`config.mk`:
```
export PLATFORM = sky130hd
export DESIGN_NAME = ptca_ram
export DESIGN_NICKNAME = d
export VERILOG_FILES = /design/src/rtl/ptca_ram.sv
export SDC_FILE = /design/constraint.sdc
export NUM_CORES = 1
export LEC_CHECK = 0
export ABC_AREA = 1
export BUFFER_PORTS_ARGS = -buffer_cell sky130_fd_sc_hd__buf_2
export CAP_MARGIN = 20
export CORE_ASPECT_RATIO = 1.25
export CORE_MARGIN = 2
export CORE_UTILIZATION = 40
export CTS_BUF_LIST = sky130_fd_sc_hd__clkbuf_4 sky130_fd_sc_hd__clkbuf_8 sky130_fd_sc_hd__clkbuf_16
export DETAILED_ROUTE_END_ITERATION = 7
export REMOVE_ABC_BUFFERS = 1
export SLEW_MARGIN = 20
export SYNTH_ARGS = -nofsm -noshare
export SYNTH_HDL_FRONTEND = slang
export SYNTH_SLANG_ARGS = --single-unit
```
`constraint.sdc`:
```
create_clock -name clk -period 2.22 [get_ports clk]
set_clock_uncertainty 0.05 [all_clocks]
set_input_delay 0.222 -clock clk [delete_from_list [all_inputs] [get_ports clk]]
set_output_delay 0.222 -clock clk [all_outputs]
set_load 0.05 [all_outputs]
```
`src/rtl/ptca_ram.sv`:
```
`timescale 1ns / 1ps

module ptca_ram #(
	parameter int WIDTH = 8,
	parameter int DEPTH = 32,
	localparam int AW = $clog2(DEPTH)
) (
	input  logic             clk,
	input  logic             we,
	input  logic [AW-1:0]    waddr,
	input  logic [WIDTH-1:0] wdata,
	input  logic [AW-1:0]    raddr,
	output logic [WIDTH-1:0] rdata
);

	logic [WIDTH-1:0] mem_q [DEPTH];

	always_ff @(posedge clk) begin
		if (we) begin
			mem_q[waddr] <= wdata;
		end
		rdata <= mem_q[raddr];
	end

endmodule

```
---- Word level (Yosys, flattened, before mapping) ----
Memory sizes are Yosys's and may differ from the RTL's. A register that Yosys moved wholly into a read port is not among the register bits.
Index checks and enable logic that the tools add are counted.
word-level totals
  register bits ........................... 0
  memory bits (writable) .................. 256
  output and inout port bits .............. 8
  word-level logic and storage cells ...... 3
  memories ................................ 1
cells by class
  muxes and demuxes ....................... 2
memories
  name   depth  bits a word  rd ports  clocked after Yosys merged registers in  wr ports  line  RTL
  mem_q  32     8            1         1                                        1         16    logic [WIDTH-1:0] mem_q [DEPTH];
operator list
  kind     number
  $mux W1  2

---- Longest topological paths before layout ----
  word-level depth ........................ 2
  gate-level depth with buffers ........... 11
  depth with buffers taken out ............ 9

---- Worst setup path before layout ----
OpenSTA, ideal clock, no wires.
  kind .................................... input to register
  from .................................... input port waddr[0]
  to ...................................... memory mem_q[0][0] (enable)
  library setup time ...................... 0.370 ns
  arrival ................................. 0.886 ns
  setup slack ............................. 0.914 ns
  stages .................................. 3
  buffers on the path ..................... 0
  cell sequence ........................... inv_1 nand3_1 nor2_1
RTL lines
  what         line  RTL
  from (decl)  10    input logic [AW-1:0] waddr,
  to (decl)    16
Straight into the memory's write port.

---- Worst setup path in the final report ----
  from .................................... register rdata[0] (read register of mem_q)
  to ...................................... output port rdata[0]
RTL lines
  what         line  RTL
  from (decl)  13    output logic [WIDTH-1:0] rdata
No word-level cell between the ends.

==> flow_summary_export.csv <==
group,metric,value,unit
status,status,"finished, final reports clean",
clock_tree,cts_resized,0,
critical_path,slowest_delay,0.35,ns
placement,gpl.final_weighted_congestion,0.791,
timing,tightestPinTransition,0.732,ns
yosys,synthesis.area_per_instance,11.7,um2
clock_tree,numCtsBuffers,25,
routing,initialDrtViolationCount,551,
power,power.share.switching,22.0,%
routing,drt_pass1_iterations,4,
critical_path,crit_path_top_delay_cell,"sky130_fd_sc_hd__dfxtp_1",
routing,drcViolationCount,0,
timing,setup_tns,0,ns
grt,antenna_found_initial,0,
yosys,ys.flop_type,"sky130_fd_sc_hd__edfxtp_1",
floorplanning,horizontal_die_dimension,151,um
clock_tree,clock_path_buffers,3,
yosys,synth-edff-count,256,
critical_path,timing.setup.critical_path_class,"flop to primary output",
yosys,synth_cells,922,
grt,overflow,0,
clock_tree,postCtsSetupBuffers,0,
timing,setup-violations-final,0,
critical_path,endpoint_kind,"primary output",
yosys,ys_top_cells_by_count,"sky130_fd_sc_hd__nand2_1 (360), sky130_fd_sc_hd__edfxtp_1 (256), sky130_fd_sc_hd__nand3_1 (204)",
power,pwr-share-clk,40.3,%
critical_path,startpoint_types,"flop",
clock_tree,clkSinkCount,264,
timing,whs,0.215,ns
clock_tree,h-tree-depth,1,
grt,grt_first_pass_wirelength,39.6,mm
floorplanning,starting_density_of_the_core,40.5,%
routing,drt-vias-per-instance,5.15,
hold_path,hold_class,"input port to flop",
critical_path,critical_path_cell_count,1,
routing,detail_route.wirelength.met1,11.2,mm
yosys,post_synth_instance_area,0.0108,mm2
floorplanning,io_pins,28,
critical_path,timing.reg2reg.worst_path_depth,8,
critical_path,total_buffers_and_inverters_traversed_by_the_critical_path,1,
timing,final.setup.worst_slack,0.809,ns
yosys,ys_top_cells_by_area,"sky130_fd_sc_hd__edfxtp_1 (71%), sky130_fd_sc_hd__nand2_1 (13%), sky130_fd_sc_hd__nand3_1 (9.5%)",
hold_path,whs_path_depth,3,
critical_path,worstSetupStartpoint,"rdata[0]$_DFF_P_",
grt,first_global_vias,6766,
layout,num_antenna_cells,0,
critical_path,timing.critical_path.arrival,1.14,ns
floorplanning,die_height,188,um
yosys,synthArstFlopShare,0,%
hold_path,hold_path_end,"mem_q[9][2]$_DFFE_PP_",
yosys,synth.yosys.seq_area_share,72.8,%
routing,routed-wl-met3,1.12,mm
yosys,cell_taking_the_most_area_after_synthesis,"sky130_fd_sc_hd__edfxtp_1",
timing,timing.final.crit_share,63.6,%
timing,maxSlewHeadroom,51.2,%
critical_path,worst_case_register_to_register_setup_slack,0.99,ns
critical_path,launch_instance_of_the_worst_register_to_register_path,"mem_q[14][1]$_DFFE_PP_",
timing,grt_setup_unrepaired,"false",
routing,met2_wirelength,12.7,mm
floorplanning,std_cell_rows,67,
yosys,yosys_warnings,0,
placement,placement.setup.worst_slack,0.543,ns
power,ir_drop,0.546,mV
critical_path,top_fanout_value_on_the_critical_path,1,
timing,timing.fmax,0.709,GHz
routing,routed_wirelength,25.6,mm
placement,detailedPlacementHpwl,14.6,mm
timing,final_hold_viol_count,0,
critical_path,crit_chain,"buf_2",
power,power.total,10.5,mW
power,comb_power_share,6.8,%
clock_tree,cts_tree,"yes",
layout,finish.utilization,45.6,%
timing,fin_crit,1.41,ns
yosys,synth.distinct_cells,12,
clock_tree,cts_root_buf,"sky130_fd_sc_hd__clkbuf_16",
critical_path,timing.critical_path.max_delay_family,"flip-flops",
layout,num-fill-cells,2411,
power,internal-power,8.20,mW
layout,area_delta_synth_final,12.6,%
layout,share_of_layout_cells_above_drive_strength_1,11.2,%
routing,wl_per_cell,19.3,um
yosys,synth_most_common_cell,"sky130_fd_sc_hd__nand2_1",
clock_tree,ctsHoldBuffers,1,
hold_path,hold_start,"waddr[3]",
clock_tree,clkLatencyLatePin,0.52,ns
power,seq_power_share,52.9,%
routing,route.top_layer_used,"met4",
routing,antenna_violating_nets_post_route,0,
clock_tree,clkTransAtPathRegs,0.07,ns
power,power_density,865,mW/mm2
grt,grt_max_degree,96,
routing,num_vias,6855,
grt,track_usage,18.6,%
placement,buffer_ports.inserted,27,
power,standby_leakage_power,4.53,nW
power,sw_power,2.31,mW
layout,fin_nets,988,
floorplanning,floorplan.core_area,0.0267,mm2
yosys,postSynthRegisterBits,264,
yosys,synthDominantCellAreaShare,71.3,%
flow_run,max-cap-violations,0,
floorplanning,dieArea,0.0283,mm2
critical_path,cp.required,1.95,ns
timing,final_max_slew_viol_count,0,
critical_path,critical_path.reg2reg.endpoint,"rdata[1]$_DFF_P_",
worst max path at each step:
stage                       endpoint  slack [ns]
finish                      rdata[0]        0.81
global route                rdata[3]        0.78
CTS                         rdata[3]        0.80
detailed placement  rdata[2]$_DFF_P_        0.54
global placement    rdata[4]$_DFF_P_        0.55
floorplan           rdata[0]$_DFF_P_        0.39
sequential cells by signal, summed over array words and instances, names as in the netlist:
register	count
mem_q	256
rdata	8
cells by family (layout without fill, tap and decap cells):
kind of cell,after synthesis,count (layout),synth area share [%]
buffers and inverters,62,125,4.14
DFF,264,264,72.8
and+or+nand+nor,596,596,23.1
power groups by stage:
stage	Combinational [mW]	Clock [mW]	Sequential, mW
2_1_floorplan	0.292	0	5.72
3_3_place_gp	0.712	0	5.67
3_5_place_dp	0.722	0	5.67
4_1_cts	0.725	4.30	5.56
5_1_grt	0.795	4.47	5.56
6_report	0.715	4.23	5.56
layout make-up:
class                   count  area [um2]  share of cell area (%)
clock buffers              31         671                    5.52
clock inverters            13         135                    1.11
inverters                  10        40.0                   0.330
multi-input cells         596        2490                    20.5
flip-flops and latches    264        7850                    64.6
well taps                 345         432                    3.55
repair buffers             71         533                    4.39
stage by stage:
| step | area [um2] | std cells |
|---|---|---|
| finish | 12200 | 1330 |
| global route | 12200 | 1330 |
| CTS | 12200 | 1330 |
| detailed placement | 11300 | 1285 |
| global placement | 11300 | 1285 |
| floorplan | 10400 | 870 |
placed cells by master (no fill, tap or decap), types with 5 or more instances in the layout:
| cell | count |
|---|---|
| sky130_fd_sc_hd__inv_1 | 8 |
| sky130_fd_sc_hd__buf_4 | 39 |
| sky130_fd_sc_hd__edfxtp_1 | 256 |
| sky130_fd_sc_hd__nand2_1 | 360 |
| sky130_fd_sc_hd__nand3_1 | 204 |
| sky130_fd_sc_hd__clkinv_1 | 6 |
| sky130_fd_sc_hd__dfxtp_1 | 8 |
| sky130_fd_sc_hd__buf_12 | 5 |
| sky130_fd_sc_hd__clkbuf_4 | 6 |
| sky130_fd_sc_hd__buf_2 | 26 |
| sky130_fd_sc_hd__clkbuf_16 | 25 |
| sky130_fd_sc_hd__nor2_1 | 32 |
routing by layer:
layer | up-vias | GRT usage (%)
met5 | - | 0
met1 | 3349 | 25.6
met3 | 43 | 1.82
met4 | 0 | 6.22
met2 | 176 | 30.9
li1 | 3287 | -
worst register-to-register path: stages, from the launching register on:
cell and delay [ns]:
sky130_fd_sc_hd__edfxtp_1 0.37, sky130_fd_sc_hd__nand2_1 0.07, sky130_fd_sc_hd__nand3_1 0.06, sky130_fd_sc_hd__nand3_1 0.12, sky130_fd_sc_hd__nand2_1 0.10, sky130_fd_sc_hd__nand2_1 0.11, sky130_fd_sc_hd__nand2_1 0.07, sky130_fd_sc_hd__nand2_1 0.09
sky130_fd_sc_hd__nand2_1 0.06
No activity file was read; power rests on OpenSTA's default activity.
