==> config.mk <==
export PLATFORM = sky130hd
export DESIGN_NAME = ptca_div
export DESIGN_NICKNAME = d
export VERILOG_FILES = /design/src/rtl/ptca_pkg.sv /design/src/rtl/ptca_div.sv
export SDC_FILE = /design/constraint.sdc
export NUM_CORES = 1
export LEC_CHECK = 0
export BUFFER_PORTS_ARGS = -buffer_cell sky130_fd_sc_hd__buf_4
export CORE_ASPECT_RATIO = 0.6
export CORE_MARGIN = 1
export CORE_UTILIZATION = 50
export DETAILED_ROUTE_END_ITERATION = 7
export HOLD_SLACK_MARGIN = 0.1
export PLACE_DENSITY = 0.75
export RECOVER_POWER = 50
export SLEW_MARGIN = 20
export SYNTH_ARGS = -nofsm -noshare
export SYNTH_HDL_FRONTEND = slang
export SYNTH_SLANG_ARGS = --single-unit
==> constraint.sdc <==
create_clock -name clk -period 5.74 [get_ports clk]
set_input_delay 1.148 -clock clk [delete_from_list [all_inputs] [get_ports clk]]
set_output_delay 1.148 -clock clk [all_outputs]
set_load 0.02 [all_outputs]
==> src/rtl/ptca_pkg.sv <==
`timescale 1ns / 1ps

package ptca_pkg;

	localparam int PEER_SLOTS = 32;
	localparam int SLOT_W     = $clog2(PEER_SLOTS);
	localparam int CFG_IDX_W  = 3;
	localparam int CFG_DATA_W = 32;
	localparam int DIV_W      = 64;
	localparam int DIVR_W     = 32;

	localparam logic [63:0] MIN_DIST_Q  = 64'd655;
	localparam logic [63:0] MIN_DIST_SQ = MIN_DIST_Q * MIN_DIST_Q;

	localparam logic [7:0]  RST_NODE_ID  = 8'd0;
	localparam logic [15:0] RST_TIMEOUT  = 16'd1000;
	localparam logic [30:0] RST_MIN_SEP  = 31'd10945;
	localparam logic [30:0] RST_STEP     = 31'd19661;
	localparam logic [30:0] RST_CRUISE   = 31'd19661;

	typedef enum logic [CFG_IDX_W-1:0] {
		REG_NODE_ID   = 3'd0,
		REG_HOME_X    = 3'd1,
		REG_HOME_Y    = 3'd2,
		REG_TIMEOUT   = 3'd3,
		REG_MIN_SEP   = 3'd4,
		REG_STEP      = 3'd5,
		REG_CRUISE    = 3'd6
	} cfg_reg_t;

	typedef enum logic [3:0] {
		ST_IDLE,
		ST_PKT_CHK,
		ST_SCAN,
		ST_TRIG,
		ST_SQRT,
		ST_MUL,
		ST_DIVGO,
		ST_DIV,
		ST_ADD,
		ST_FINISH
	} state_t;

	typedef struct packed {
		logic [31:0] x;
		logic [31:0] y;
		logic [31:0] z;
		logic [7:0]  seq;
		logic [31:0] seen;
	} entry_t;

	function automatic logic [31:0] sat35(input logic [34:0] v);
		logic [31:0] r;
		if (v[34:31] != 4'b0000 && v[34:31] != 4'b1111) begin
			r = v[34] ? 32'h8000_0000 : 32'h7fff_ffff;
		end else begin
			r = v[31:0];
		end
		return r;
	endfunction

	function automatic logic [31:0] abs33(input logic [32:0] v);
		logic [32:0] n;
		n = -v;
		return v[32] ? n[31:0] : v[31:0];
	endfunction

endpackage

==> src/rtl/ptca_div.sv <==
`timescale 1ns / 1ps

module ptca_div (
	input  logic                       clk,
	input  logic                       arst_n,
	input  logic                       start,
	input  logic [ptca_pkg::DIV_W-1:0]  dividend,
	input  logic [ptca_pkg::DIVR_W-1:0] divisor,
	output logic                       done,
	output logic [ptca_pkg::DIV_W-1:0]  quotient
);
	import ptca_pkg::*;

	localparam int CW = $clog2(DIV_W);

	logic              busy_q;
	logic              done_q;
	logic [CW-1:0]     cnt_q;
	logic [DIV_W-1:0]  dvd_q;
	logic [DIVR_W-1:0] rem_q;
	logic [DIVR_W-1:0] dsr_q;
	logic [DIVR_W:0]   rem_sh;
	logic [DIVR_W:0]   rem_sub;
	logic              ge;

	assign rem_sh  = {rem_q, dvd_q[DIV_W-1]};
	assign ge      = rem_sh >= {1'b0, dsr_q};
	assign rem_sub = rem_sh - {1'b0, dsr_q};

	always_ff @(posedge clk or negedge arst_n) begin
		if (!arst_n) begin
			busy_q <= 1'b0;
			done_q <= 1'b0;
			cnt_q  <= '0;
		end else begin
			done_q <= 1'b0;
			if (start) begin
				busy_q <= 1'b1;
				cnt_q  <= '0;
			end else if (busy_q) begin
				cnt_q <= cnt_q + 1'b1;
				if (cnt_q == CW'(DIV_W - 1)) begin
					busy_q <= 1'b0;
					done_q <= 1'b1;
				end
			end
		end
	end

	always_ff @(posedge clk) begin
		if (start) begin
			dvd_q <= dividend;
			dsr_q <= divisor;
			rem_q <= '0;
		end else if (busy_q) begin
			dvd_q <= {dvd_q[DIV_W-2:0], ge};
			rem_q <= ge ? rem_sub[DIVR_W-1:0] : rem_sh[DIVR_W-1:0];
		end
	end

	assign done     = done_q;
	assign quotient = dvd_q;

endmodule
---- Word level (Yosys, flattened, before mapping) ----
Cells that the tools add are included.
W data, S select, Z words.
storage, ports and cells
  register bits after elaboration ......... 136
  bits in latches ......................... 0
  memory bits (writable) .................. 0
  bits in read-only memories .............. 0
  bits of input ports ..................... 99
  output and inout port bits .............. 65
  logic and storage cells ................. 22
  memories ................................ 0
cells by class
  add/sub/neg operators ................... 2
  multiply operators ...................... 0
  divide/modulo/power cells ............... 0
  magnitude comparators ................... 1
  eq/ne operators ......................... 1
  shifts and indexed selects .............. 0
  multiplexer cells ....................... 11
  bitwise logic cells ..................... 0
  reductions and logical operators ........ 1
operator list
  operator               count
  $mux W64               2
  $ge A33 B32 Y1         1
  $mux W32               1
  $sub A32 B32 Y32       1
  $mux W6                2
  $add A6 B1 Y6 const B  1
  $eq A6 B6 Y1 const B   1
  $mux W1                6
  $reduce_bool A2 Y1     1

---- Longest topological paths before layout ----
  depth after elaboration ................. 4
  gate-level depth with buffers ........... 13
  depth with buffers taken out ............ 12

---- Worst setup path before layout ----
OpenSTA, ideal clock, no wires.
  path kind ............................... input-to-reg
  from .................................... input port start
  to ...................................... register dvd_q[0] (netlist: quotient[0]), enable pin
  setup time .............................. 0.418 ns
  data arrival time ....................... 3.076 ns
  data required time ...................... 5.322 ns
  setup slack ............................. 2.246 ns
  stages on the path ...................... 5
  buffers on the path ..................... 3
  cells stage by stage .................... clkbuf_8 > clkbuf_1 > nor2_1 > clkbuf_1 > inv_1
on the way
  cells in the longest elaborated chain, start to end .. 1
ends and longest elaborated chain
  what                                 RTL line        RTL
  start: declaration                   ptca_div.sv:6   input logic start,
  $reduce_bool A2 Y1 (no source line)  n/a
  end signal: assignment               ptca_div.sv:52  dvd_q <= dividend;
  end signal: assignment               ptca_div.sv:56  dvd_q <= {dvd_q[DIV_W-2:0], ge};
  end: declaration                     ptca_div.sv:19  logic [DIV_W-1:0] dvd_q;
No other way between the ends.
A chain may end at the register's enable or synchronous reset.

---- Worst setup path in the final report ----
  from .................................... register dsr_q[1]
  to ...................................... register rem_q[28]
on the way
  cells in the longest elaborated chain, start to end .. 2
  elaborated cells on any way between the ends .. 3
  classes of those cells .................. 1 x add/sub; 1 x order compare; 1 x mux
ends and longest elaborated chain
  what                                                       RTL line                        RTL
  start: declaration                                         ptca_div.sv:21                  logic [DIVR_W-1:0] dsr_q;
  start signal: assignment                                   ptca_div.sv:53                  dsr_q <= divisor;
  $sub A32 B32 Y32 / $ge A33 B32 Y1 (equally long branches)  ptca_div.sv:28, ptca_div.sv:27
  $mux W32 (*)                                               ptca_div.sv:57                  rem_q <= ge ? rem_sub[DIVR_W-1:0] : rem_sh[DIVR_W-1:0];
  end signal: assignment                                     ptca_div.sv:57
  end: declaration                                           ptca_div.sv:20                  logic [DIVR_W-1:0] rem_q;
Every way passes the cells marked *; elsewhere a longest branch is shown, timed or not.

==> impl_results.md <==
* Status: complete, no violations
* Finish-stage setup viols at 0
* Peak VDD IR at ~0.00023 V
* Cells after Synth at around 630
* Family with the most delay on the worst path: compound AO/OA/AOI/OAI gates
* Critical-path cell list: inv_1, ha_1, nor2b_1, o2111ai_1, a21o_1, o211ai_2, a31oi_4, o31ai_4, buf_4, mux2_4, mux2i_1, a311oi_1
* CP Class: register to register
* RePlAce Congestion at 0.9161
* Commonest non-fill, non-tap cell in the layout: edfxtp_1
* CTS root buf: clkbuf_16
* Mean post-synth cell area at 11.65 um2
* Place WS at between 2000 and 2500 ps
* Wire length per cell at 17.55 um
* Final setup margin at 2242 ps
* Post_cts resized at 0
* Rel. slew slack at 39.51%
* DP Cell Count at 960
* Hold Path Depth at 2
* Fin area at 9086 um2
* Hold Crit Class: register to register
* Ports at 164
* Clock-pin transition on the worst setup and hold timing paths at ~60 ps
* CTS tree: built
* Slowest stage delay, CP at 540 ps
* Core area at 13,960 um2
* Post-Syn Nets at 762
* Ranking of synthesized cells by area: edfxtp_1 39%, mux2_2 10%, dfxtp_1 8.7%
* Post-CTS Setup Bufs at 0
* Final HPWL DP at 12.38 mm
* Compound-Gate Fraction of Synth Area at 12.75%
* Cell taking the most area after synthesis: edfxtp_1
* Initial antenna violation count at 0
* Worst-margin pin slew at 904.1 ps
* FF+latch count, synth at 136
* Input/output buffers at 163
* Final core utilization at 65.11%
* Final #Nets at 920
* Area post-placement at approximately 8700 um2
* Tcrit/Tclk final at between 60% and 70%
* Final min period at 3498 ps
* Netlist cell types at 72
* Synthesized area at 7330 um2
* Crit. path cell count at 12
* Synth Area in XOR/XNOR at 3.704%
* Clock buffer depth at 2
* 1st-pass router iterations at 7
* WP buf/inv at 2
* Post-synth EDFFs at 96
* Initial core utilization at 52.52%
* Final Hold Slack at approximately 480 ps
* Max_cap viols at 0
* Leak at 3.739 nW
* Rows at 33
* Synth Flop Type: edfxtp_1
* Simple-Gate Fraction of Synth Area at 8.894%
* Overflow after GRT at 0
* Largest net degree at the start of global routing at 71
* Count of final max-slew check failures at 0
* Reg2Reg Depth at 12
* Die area at 15,160 um2
* Total number of vias at 5,410
* Setup Skew at 9.502 ps
* First-pass GRT wire length at 26.54 mm
* Critical Path Fanout Max at 33
* Width of the die at 158.3 um
* Highest clock rate at 285.8 MHz
* Hold buffers post-CTS at 0
* DRC violation count after routing at 0
* Worst-Skew Late Latency at 420 ps
* Cell Pwr Density at ~440 nW/um2
* Total CTS buffers at 17
* Critical Path Start Type: register
* Routed Antenna Nets at 0
* Clock Sinks at 136
* RSZ-0062 raised after global routing: false
* H-tree levels at 4
* Largest family of logic cells by synthesized area: multiplexers
* CP required at 6000 ps
* Layout Cells excl Fill at 992
* P&R area growth vs syn at 23.97%
* Setup tns final at 0 ps
* CP endpoint kind: register
* Vias in the first global route at 5,075
* WP data arrival at 3760 ps
* Share of post-route cells with drive strength above 1 at around 29%
* DRT iter0 DRCs at approximately 450
* Die Y at roughly 96 um
* Final Power at 3.982 mW
* Post-Synth Adder-Cell Area at 5.906%
* WL final at about 17 mm
* Antenna diodes at 0
* Commonest non-fill, non-tap cells in the layout: 96 x edfxtp_1, 80 x buf_4, 63 x mux2_2
* Worst path slowest cell: buf_4
* Asr flop ratio synth at 5.882%
* Yosys top cell area share at 39.33%
* Via density at 5.454
* Mux share of post-synthesis cell area at 13.76%
* All-Layer GR Usage at between 20% and 30%
* FILL cells at 1,119
* Register area share after synthesis at between 50% and 60%
* Yosys warns at 0
* Final Hold Fails at 0
==> registers in the layout, summed over array words and instances (netlist names) <==
name	count
dsr_q	32
rem_q	32
quotient	64
busy_q	1
cnt_q	6
done	1
==> final timing paths <==
path | start | endpoint | slack [ps]
max | dsr_q[1]$_DFFE_PP_ | rem_q[28]$_SDFFE_PP0P_ | 2240
min | rem_q[6]$_SDFFE_PP0P_ | rem_q[6]$_SDFFE_PP0P_ | 480
max reg2reg | dsr_q[1]$_DFFE_PP_ | rem_q[28]$_SDFFE_PP0P_ | 2240
min reg2reg | rem_q[6]$_SDFFE_PP0P_ | rem_q[6]$_SDFFE_PP0P_ | 480
max in group asynchronous | arst_n | cnt_q[0]$_DFFE_PN0P_ | 4780
min in group asynchronous | arst_n | done$_DFF_PN0_ | 650
==> logic make-up (layout without fill, tap and decap cells) <==
kind of cell | Yosys count | in the layout
simple gates | 140 | 140
flops | 136 | 136
compound gates | 130 | 130
mux | 92 | 92
buf+inv | 66 | 237
fa+ha+maj | 34 | 34
xor+xnor | 31 | 31
==> layer usage <==
metal	GRT usage [%]	wire length [um]	up-vias
met4	7.051	266	0
met5	0	0	-
met2	34.25	7708	181
met1	34.26	8429	2572
li1	-	-	2633
met3	4.322	1005	24
==> cells in the mapped netlist, types with 6 or more instances <==
library cell / n
nand4_1: 8
xor2_1: 15
nor2_1: 47
nor3_1: 9
inv_1: 38
a21o_1: 13
a211oi_1: 19
nand2_1: 46
edfxtp_1: 96
dfrtp_1: 8
o21ai_0: 9
xnor2_1: 16
mux2i_1: 25
mux2_2: 65
a21oi_1: 35
dfxtp_1: 32
o21ai_1: 15
ha_1: 33
clkbuf_1: 12
o21a_1: 6
==> tightest hold or removal path, stage by stage (launching register included) <==
cell and delay, ps:
dfxtp_1 330, nand2_1 60, o21ai_1 50
==> cell type report <==
| class | instances | area, um2 | share of cell area (%) |
|---|---|---|---|
| inverter | 38 | 142.6 | 1.570 |
| clock inverter | 14 | 207.7 | 2.286 |
| clock buffer | 18 | 429.2 | 4.723 |
| timing repair buffer | 167 | 1044 | 11.48 |
| tap | 192 | 240.2 | 2.644 |
| sequential | 136 | 3724 | 40.98 |
| multi-input combinational | 427 | 3299 | 36.31 |
==> power breakdown <==
part           internal (mW)  switching (mW)
registers               1.23           0.119
logic                  0.624           0.821
clock network          0.740           0.453
No activity file was read; power rests on OpenSTA's default activity.
